[src/rtl/core/gwf_pkg.sv]
// ----------------------------------------------------------------------------
// gwf_pkg: shared types and constants for the grid wall follower
// Grid geometry, opcodes, status codes, headings and item structs.
// ----------------------------------------------------------------------------
package gwf_pkg;

	localparam int GRID_ROWS = 16;
	localparam int GRID_COLS = 16;
	localparam int CELLS     = GRID_ROWS * GRID_COLS;
	localparam int ADDR_W    = $clog2(CELLS);

	// opcodes
	localparam logic [1:0] OP_WRITE   = 2'd0;
	localparam logic [1:0] OP_RESTART = 2'd1;
	localparam logic [1:0] OP_STEP    = 2'd2;
	localparam logic [1:0] OP_UNUSED  = 2'd3;

	// status codes
	localparam logic [2:0] ST_DONE   = 3'd0;
	localparam logic [2:0] ST_MOVED  = 3'd1;
	localparam logic [2:0] ST_EXITED = 3'd2;
	localparam logic [2:0] ST_BACK   = 3'd3;
	localparam logic [2:0] ST_STUCK  = 3'd4;

	// headings
	localparam logic [1:0] DIR_DOWN  = 2'd0;
	localparam logic [1:0] DIR_RIGHT = 2'd1;
	localparam logic [1:0] DIR_UP    = 2'd2;
	localparam logic [1:0] DIR_LEFT  = 2'd3;

	// configuration register indexes
	localparam logic [1:0] REG_START_ROW     = 2'd0;
	localparam logic [1:0] REG_START_COL     = 2'd1;
	localparam logic [1:0] REG_FIRST_HEADING = 2'd2;

	typedef struct packed {
		logic [1:0] opcode;
		logic [3:0] cell_row;
		logic [3:0] cell_col;
		logic       cell_open;
	} req_t;

	typedef struct packed {
		logic [2:0] status;
		logic [3:0] pos_row;
		logic [3:0] pos_col;
		logic [1:0] search_heading;
	} rsp_t;

	// single-port grid store access
	typedef struct packed {
		logic              en;
		logic              we;
		logic [ADDR_W-1:0] addr;
		logic              wdata;
	} gwf_mem_req_t;

	function automatic logic in_grid(input logic [4:0] r, input logic [4:0] c);
		return (int'(r) < GRID_ROWS) && (int'(c) < GRID_COLS);
	endfunction

	function automatic logic [ADDR_W-1:0] cell_addr(input logic [4:0] r,
	                                                input logic [4:0] c);
		return ADDR_W'(int'(r) * GRID_COLS + int'(c));
	endfunction

endpackage

[src/rtl/core/gwf_grid.sv]
// ----------------------------------------------------------------------------
// gwf_grid: single-port grid cell store
// One bit per cell, one access a cycle, registered read. A per-cell valid
// bit cleared by reset makes unwritten cells read as wall.
// ----------------------------------------------------------------------------
module gwf_grid
	import gwf_pkg::*;
(
	input  logic         clk,
	input  logic         arst_n,
	input  gwf_mem_req_t mem,
	output logic         rd_open
);

	logic             mem_q [CELLS];
	logic [CELLS-1:0] valid_q;
	logic             rd_bit_q;
	logic             rd_valid_q;

	always_ff @(posedge clk) begin
		if (mem.en && mem.we) begin
			mem_q[mem.addr] <= mem.wdata;
		end else if (mem.en) begin
			rd_bit_q <= mem_q[mem.addr];
		end
	end

	always_ff @(posedge clk or negedge arst_n) begin
		if (!arst_n) begin
			valid_q    <= '0;
			rd_valid_q <= 1'b0;
		end else if (mem.en && mem.we) begin
			valid_q[mem.addr] <= 1'b1;
		end else if (mem.en) begin
			rd_valid_q <= valid_q[mem.addr];
		end
	end

	assign rd_open = rd_bit_q & rd_valid_q;

endmodule

[src/rtl/core/grid_wall_follower_unit.sv]
// ----------------------------------------------------------------------------
// grid_wall_follower_unit: right-hand wall follower on a 16 x 16 grid
// Grid loader, walker restart and single-step engine behind one item channel.
// ----------------------------------------------------------------------------
// Each request item gives exactly one response item. One item is worked on at
// a time. A grid write, a restart or an unused opcode goes from acceptance
// straight to the response state, which loads the response register once it
// is free; so does a step that ends the walk at once. A step that searches
// probes up to four neighbors: an in-grid neighbor through a read issue state
// and a check of the registered read data from the single-port grid store, a
// neighbor off the grid through the issue state only. The grid reads as all
// walls after reset with no clearing pass: each cell has a valid bit cleared
// by reset. A new request item is taken while the previous response still
// waits in the output register. Configuration writes land at once; start
// row/column/heading are placed at the next restart, while the start-cell
// tests of a step always use the current register values.
// ----------------------------------------------------------------------------
module grid_wall_follower_unit
	import gwf_pkg::*;
(
	input  logic       clk,
	input  logic       arst_n,
	// request channel
	input  logic       req_valid,
	output logic       req_stall,
	input  req_t       req,
	// response channel
	output logic       rsp_valid,
	input  logic       rsp_stall,
	output rsp_t       rsp,
	// configuration
	input  logic       cfg_we,
	input  logic [1:0] cfg_index,
	input  logic [3:0] cfg_data
);

	// sequencer states
	localparam logic [1:0] S_IDLE  = 2'd0;
	localparam logic [1:0] S_ISSUE = 2'd1; // pick a probe direction, read the cell
	localparam logic [1:0] S_CHECK = 2'd2; // cell value is back
	localparam logic [1:0] S_EMIT  = 2'd3; // load the response register

	logic [1:0] state_q;
	logic [1:0] probe_k_q;
	logic [2:0] status_q;

	// configuration
	logic [3:0] start_row_q;
	logic [3:0] start_col_q;
	logic [1:0] first_heading_q;

	// walker
	logic [3:0] walker_row_q;
	logic [3:0] walker_col_q;
	logic [1:0] heading_q;
	logic       left_start_q;
	logic       walk_over_q;

	// probe in flight
	logic [3:0] cand_row_q;
	logic [3:0] cand_col_q;
	logic [1:0] cand_dir_q;

	logic       rsp_valid_q;
	rsp_t       rsp_q;

	gwf_mem_req_t mem;
	logic         rd_open;

	logic       req_take;
	logic       rsp_free;
	logic       on_edge;
	logic       at_start;
	logic [2:0] end_status;
	logic [1:0] dir;
	logic [4:0] cand_r;
	logic [4:0] cand_c;
	logic       dir_ok;
	logic       probe_ok;

	assign req_stall = (state_q != S_IDLE);
	assign req_take  = req_valid && !req_stall;
	assign rsp_free  = !rsp_valid_q || !rsp_stall;

	// end-of-walk test on the current cell
	always_comb begin
		on_edge  = in_grid({1'b0, walker_row_q}, {1'b0, walker_col_q}) &&
		           (walker_row_q == 4'd0 || int'(walker_row_q) == GRID_ROWS - 1 ||
		            walker_col_q == 4'd0 || int'(walker_col_q) == GRID_COLS - 1);
		at_start = (walker_row_q == start_row_q) && (walker_col_q == start_col_q);
		priority if (on_edge && !at_start) begin
			end_status = ST_EXITED;
		end else if (at_start && left_start_q) begin
			end_status = ST_BACK;
		end else begin
			end_status = ST_MOVED;
		end
	end

	// neighbor for the current probe; heading order wraps down, right, up, left
	always_comb begin
		dir    = heading_q + probe_k_q;
		cand_r = {1'b0, walker_row_q};
		cand_c = {1'b0, walker_col_q};
		dir_ok = 1'b1;
		unique case (dir)
			DIR_DOWN: begin
				cand_r = {1'b0, walker_row_q} + 5'd1;
			end
			DIR_RIGHT: begin
				cand_c = {1'b0, walker_col_q} + 5'd1;
			end
			DIR_UP: begin
				dir_ok = (walker_row_q != 4'd0);
				cand_r = {1'b0, walker_row_q} - 5'd1;
			end
			DIR_LEFT: begin
				dir_ok = (walker_col_q != 4'd0);
				cand_c = {1'b0, walker_col_q} - 5'd1;
			end
			default: begin
				dir_ok = 1'b0;
			end
		endcase
		probe_ok = dir_ok && in_grid(cand_r, cand_c);
	end

	// grid port: writes from idle, reads from the probe state
	always_comb begin
		mem = '0;
		if (state_q == S_IDLE) begin
			mem.en    = req_take && (req.opcode == OP_WRITE) &&
			            in_grid({1'b0, req.cell_row}, {1'b0, req.cell_col});
			mem.we    = 1'b1;
			mem.addr  = cell_addr({1'b0, req.cell_row}, {1'b0, req.cell_col});
			mem.wdata = req.cell_open;
		end else if (state_q == S_ISSUE) begin
			mem.en   = probe_ok;
			mem.we   = 1'b0;
			mem.addr = cell_addr(cand_r, cand_c);
		end
	end

	gwf_grid u_grid (
		.clk     (clk),
		.arst_n  (arst_n),
		.mem     (mem),
		.rd_open (rd_open)
	);

	always_ff @(posedge clk or negedge arst_n) begin
		if (!arst_n) begin
			start_row_q     <= 4'd0;
			start_col_q     <= 4'd0;
			first_heading_q <= DIR_RIGHT;
		end else if (cfg_we) begin
			unique case (cfg_index)
				REG_START_ROW:     start_row_q     <= cfg_data;
				REG_START_COL:     start_col_q     <= cfg_data;
				REG_FIRST_HEADING: first_heading_q <= cfg_data[1:0];
				default: ;
			endcase
		end
	end

	// probe payload, no reset needed
	always_ff @(posedge clk) begin
		if (state_q == S_ISSUE) begin
			cand_row_q <= cand_r[3:0];
			cand_col_q <= cand_c[3:0];
			cand_dir_q <= dir;
		end
	end

	always_ff @(posedge clk or negedge arst_n) begin
		if (!arst_n) begin
			state_q      <= S_IDLE;
			probe_k_q    <= 2'd0;
			status_q     <= ST_DONE;
			walker_row_q <= 4'd0;
			walker_col_q <= 4'd0;
			heading_q    <= DIR_RIGHT;
			left_start_q <= 1'b0;
			walk_over_q  <= 1'b0;
		end else begin
			unique case (state_q)
				S_IDLE: begin
					if (req_take) begin
						if (req.opcode == OP_STEP && !walk_over_q &&
						    end_status == ST_MOVED) begin
							// live walk, not at an end cell: search the neighbors
							left_start_q <= 1'b1;
							probe_k_q    <= 2'd0;
							state_q      <= S_ISSUE;
						end else begin
							state_q <= S_EMIT;
							if (req.opcode == OP_RESTART) begin
								status_q     <= ST_DONE;
								walker_row_q <= start_row_q;
								walker_col_q <= start_col_q;
								heading_q    <= first_heading_q;
								left_start_q <= 1'b0;
								walk_over_q  <= 1'b0;
							end else if (req.opcode == OP_STEP) begin
								if (walk_over_q) begin
									status_q <= (end_status == ST_MOVED) ?
									            ST_STUCK : end_status;
								end else begin
									walk_over_q <= 1'b1;
									status_q    <= end_status;
								end
							end else begin
								status_q <= ST_DONE;
							end
						end
					end
				end
				S_ISSUE: begin
					if (probe_ok) begin
						state_q <= S_CHECK;
					end else if (probe_k_q == 2'd3) begin
						walk_over_q <= 1'b1;
						status_q    <= ST_STUCK;
						state_q     <= S_EMIT;
					end else begin
						probe_k_q <= probe_k_q + 2'd1;
					end
				end
				S_CHECK: begin
					if (rd_open) begin
						walker_row_q <= cand_row_q;
						walker_col_q <= cand_col_q;
						heading_q    <= cand_dir_q + 2'd3;
						status_q     <= ST_MOVED;
						state_q      <= S_EMIT;
					end else if (probe_k_q == 2'd3) begin
						walk_over_q <= 1'b1;
						status_q    <= ST_STUCK;
						state_q     <= S_EMIT;
					end else begin
						probe_k_q <= probe_k_q + 2'd1;
						state_q   <= S_ISSUE;
					end
				end
				S_EMIT: begin
					if (rsp_free) begin
						state_q <= S_IDLE;
					end
				end
				default: begin
					state_q <= S_IDLE;
				end
			endcase
		end
	end

	// response register
	always_ff @(posedge clk or negedge arst_n) begin
		if (!arst_n) begin
			rsp_valid_q <= 1'b0;
		end else if (state_q == S_EMIT && rsp_free) begin
			rsp_valid_q <= 1'b1;
		end else if (!rsp_stall) begin
			rsp_valid_q <= 1'b0;
		end
	end

	always_ff @(posedge clk) begin
		if (state_q == S_EMIT && rsp_free) begin
			rsp_q.status         <= status_q;
			rsp_q.pos_row        <= walker_row_q;
			rsp_q.pos_col        <= walker_col_q;
			rsp_q.search_heading <= heading_q;
		end
	end

	assign rsp_valid = rsp_valid_q;
	assign rsp       = rsp_q;

	// read data is only examined right after a read was issued
	a_check_after_issue: assert property (@(posedge clk) disable iff (!arst_n)
		state_q == S_CHECK |-> $past(state_q) == S_ISSUE)
		else $error("probe check without a preceding read");

	// items other than steps go straight to the response stage
	a_nonstep_emits: assert property (@(posedge clk) disable iff (!arst_n)
		(req_valid && !req_stall && req.opcode != OP_STEP) |=> state_q == S_EMIT)
		else $error("non-step item did not head for the response stage");

	// the walk only ends together with a step response
	a_walk_end_emits: assert property (@(posedge clk) disable iff (!arst_n)
		$rose(walk_over_q) |-> state_q == S_EMIT)
		else $error("walk ended without a response being prepared");

endmodule
[config.mk]
export PLATFORM = sky130hd
export DESIGN_NAME = grid_wall_follower_unit
export DESIGN_NICKNAME = d
export VERILOG_FILES = /design/src/rtl/core/gwf_pkg.sv /design/src/rtl/core/gwf_grid.sv /design/src/rtl/core/grid_wall_follower_unit.sv
export SDC_FILE = /design/constraint.sdc
export NUM_CORES = 1
export LEC_CHECK = 0
export BUFFER_PORTS_ARGS = -buffer_cell sky130_fd_sc_hd__buf_4
export CORE_MARGIN = 2
export CORE_UTILIZATION = 49
export CTS_CLUSTER_DIAMETER = 30
export DETAILED_ROUTE_END_ITERATION = 6
export GPL_TIMING_DRIVEN = 0
export PLACE_DENSITY_LB_ADDON = 0.05
export SYNTH_ARGS = -nofsm -noshare
export SYNTH_HDL_FRONTEND = slang
export SYNTH_SLANG_ARGS = --single-unit
[constraint.sdc]
create_clock -name clk -period 6.5 [get_ports clk]
set_input_delay 0.325 -clock clk [delete_from_list [all_inputs] [get_ports clk]]
set_output_delay 0.325 -clock clk [all_outputs]
set_load 0.01 [all_outputs]
==> Implementation_results.wiki <==
{| class="wikitable"
! Metric !! Value
|-
| Outcome || complete, no violations
|-
| Remaining routing DRC violations || 0
|-
| Clock slew seen by the registers of the worst setup and hold paths || 0.04 ns
|-
| Final HPWL from detailed placement || 62,400 um
|-
| Average instance area after synthesis || 10.8 sq um
|-
| Number of buffers inserted by post-CTS setup repair || 0
|-
| Initial Util || 0.494
|-
| Synth Cell Area || 0.0253 sq mm
|-
| Mean routed wirelength per cell || 28.6 um
|-
| Worst Hold Depth || 3
|-
| Min Tclk post-route || 6.38 ns
|-
| First-pass GRT wire length || 138,000 um
|-
| Chip height || 231 um
|-
| CP Data Required Time || 7.09 ns
|-
| Highest-count cells in the layout ignoring fill and taps || nand2_1 (400), nor2_1 (306), dfrtp_1 (285)
|-
| Final antenna diode count || 0
|-
| Setup-failing EPs final || 0
|-
| Worst Skew || 0.0242 ns
|-
| Root buffer cell || clkbuf_16
|-
| Core area || 0.0512 sq mm
|-
| Slew @ Worst Pin || 1.25 ns
|-
| Final Hold Slack || 0.0238 ns
|-
| Crit share post-route || 0.981
|-
| Post-synth top flop || dfrtp_1
|-
| RSZ-0062 raised after global routing || false
|-
| Via count of the first global-routing pass || 20,000
|-
| Buffer depth of the longest clock path || 3
|-
| Layout cell share with drive strength beyond 1 || 0.234
|-
| Total wirelength of the detailed-routed design || 95,300 um
|-
| Nature of the critical path endpoint || flop
|-
| Area added between synthesis and finish || 23.4%
|-
| Logic depth of the worst register-to-register path || 15
|-
| Total routing resource utilization after global routing || 0.363
|-
| Async S/R FF share, synth || 0.506
|-
| Number of flip-flops and latches in the synthesized netlist || 567
|-
| Post-synthesis cell type count || 68
|-
| Number of clock sinks seen by CTS || 567
|-
| Number of instances in the placed design || 3,071
|-
| Worst max-slew margin expressed relative to the limit || 0.161
|-
| Number of core rows || 83
|-
| Final non-filler cell total || 3,331
|-
| Signal arrival time at the worst endpoint || 6.97 ns
|-
| Number of failing hold endpoints at the final stage || 0
|-
| Worst Slack Setup Final || 0.124 ns
|-
| Final-layout fill cell count || 4,260
|-
| Standby leakage power || 13.6 nW
|-
| Synthesized instance count || 2,349
|-
| Final GP Congestion || 0.960
|-
| H-tree level count || 4
|-
| Total global routing overflow || 0
|-
| Synthesized Nets || 2,384
|-
| Critical Setup Path Class || reg2reg
|-
| Highest achievable clock rate || 0.157 GHz
|-
| Number of buffer cells added on primary ports || 36
|-
| Ports placed on the boundary || 37
|-
| Power per Cell Area || 622 mW/mm^2
|-
| Via-per-instance ratio || 6.16
|-
| Share of synthesized area occupied by flip-flops and latches || 0.616
|-
| Place WS || -0.103 ns
|-
| Worst hold path type || in2reg
|-
| Clock tree from TritonCTS || built
|-
| Number of max-capacitance violations reported || 0
|-
| Peak supply drop || 0.000293 V
|-
| Die area || 0.0535 sq mm
|-
| Die outline width || 231 um
|-
| Net total in the final layout || 2,572
|-
| CP startpoint kind || flop
|-
| Latest clock arrival within the worst-skew pair || 0.72 ns
|-
| Total number of yosys warnings || 0
|-
| Number of design-rule violations left by the first detailed-router iteration || 2,691
|-
| Post-synth EDFFs || 280
|-
| Antenna violations before repair || 2
|-
| Count of final max-slew check failures || 0
|-
| CP Max Fanout || 11
|-
| Leading cell type in the layout, fill and taps excluded || nand2_1
|-
| 1st-pass router iterations || 6
|-
| ANT nets after route || 0
|-
| Via Count || 20,500
|-
| Num CTS Buffers || 136
|-
| Maximum number of pins on one net before global-route repair || 114
|}
==> registers in the layout, indices dropped and copies added (netlist names) <==
register,flops
cand_dir_q,2
cand_row_q,4
rsp,13
walker_row_q,4
left_start_q,1
status_q,3
state_q,2
probe_k_q,2
u_grid.rd_valid_q,1
heading_q,2
u_grid.valid_q,256
rsp_valid,1
u_grid.mem_q,256
walker_col_q,4
start_col_q,4
u_grid.rd_bit_q,1
first_heading_q,2
cand_col_q,4
walk_over_q,1
start_row_q,4
==> per-stage QoR <==
step	power [mW]	util	TNS, ns	cell area, sq um
2_1_floorplan	8.74	-	0	25300
3_3_place_gp	12.4	0.516	-797.43	26400
3_5_place_dp	12.4	0.519	-0.164	26600
4_1_cts	19.1	0.610	0	31200
5_1_grt	19.8	0.610	0	31200
6_report	19.4	0.610	0	31200
==> routing by layer <==
layer | track usage | vias to the layer above | part of all wire
met5 | 0 | - | 0
li1 | - | 8617 | -
met4 | 0.214 | 0 | 0.059
met2 | 0.530 | 1383 | 0.43
met1 | 0.495 | 10200 | 0.40
met3 | 0.0851 | 287 | 0.11
==> worst max-delay path: stages, from the launching register on <==
cell and delay [ns]:
dfrtp_1 0.42, inv_1 0.12, ha_1 0.50, buf_2 0.32
nor2b_1 0.14, buf_2 0.26, a22o_1 0.18, buf_2 0.25
buf_2 0.38, buf_1 0.81, clkdlybuf4s15_1 0.85, nor2_1 0.24
nand2_1 0.63, buf_2 0.58, nor2_1 0.20, or2_2 0.33
==> where the power goes <==
group / total [mW] / internal, mW / switching (mW)
sequential: 4.39 / 4.22 / 0.163
combinational: 8.33 / 2.05 / 6.29
clock: 6.71 / 4.58 / 2.13
total: 19.4 / 10.9 / 8.58
==> timing repair <==
action / CTS / global route
setup endpoints to repair: 16 / 6
resized for setup: 1 / 3
endpoints found under the hold margin: 79 / 0
hold buffers: 8 / 0
==> layout make-up <==
cell class | instances | area (sq um) | area share
Clock buffer | 196 | 3910 | 0.125
Multi-Input combinational cell | 1604 | 8910 | 0.286
Timing Repair Buffer | 50 | 503 | 0.0161
Tap cell | 680 | 851 | 0.0272
Inverter | 28 | 105 | 0.00337
Buffer | 150 | 716 | 0.0229
Clock inverter | 56 | 637 | 0.0204
Sequential cell | 567 | 15600 | 0.499
==> cell families after synthesis <==
kind of cell / count (synthesis) / synth area share
fa+ha+maj: 13 / 0.00672
compound gates: 208 / 0.0612
simple gates: 1269 / 0.233
xor+xnor: 18 / 0.00682
flops: 567 / 0.616
buf+inv: 178 / 0.0321
mux: 96 / 0.0441
==> final timing paths <==
check | start | end | slack, ns
setup / recovery | state_q[1] | u_grid.valid_q[102] | 0.12
hold / removal | cfg_index[0] | first_heading_q[1] | 0.02
setup reg to reg | state_q[1] | u_grid.valid_q[102] | 0.12
hold reg to reg | walker_col_q[3] | rsp[5] | 0.44
max in group asynchronous | arst_n | u_grid.valid_q[224] | 5.27
min in group asynchronous | arst_n | u_grid.valid_q[183] | 0.15
==> cell usage after synthesis, types with 13 or more instances <==
cell type | number | area share
o21ai_0 | 25 | 0.0049
o211ai_1 | 18 | 0.0053
nor2_1 | 306 | 0.045
a211oi_1 | 28 | 0.0083
mux2i_1 | 72 | 0.028
nand2_1 | 400 | 0.059
a311oi_1 | 37 | 0.013
inv_1 | 27 | 0.0040
edfxtp_1 | 280 | 0.33
clkbuf_1 | 52 | 0.0077
nand3_1 | 242 | 0.048
xnor2_1 | 13 | 0.0045
a21oi_1 | 31 | 0.0061
dfrtp_1 | 285 | 0.28
and3_1 | 21 | 0.0052
nand4_1 | 16 | 0.0040
buf_2 | 79 | 0.016
or2_2 | 242 | 0.060
(Power assumes the default switching activity.)
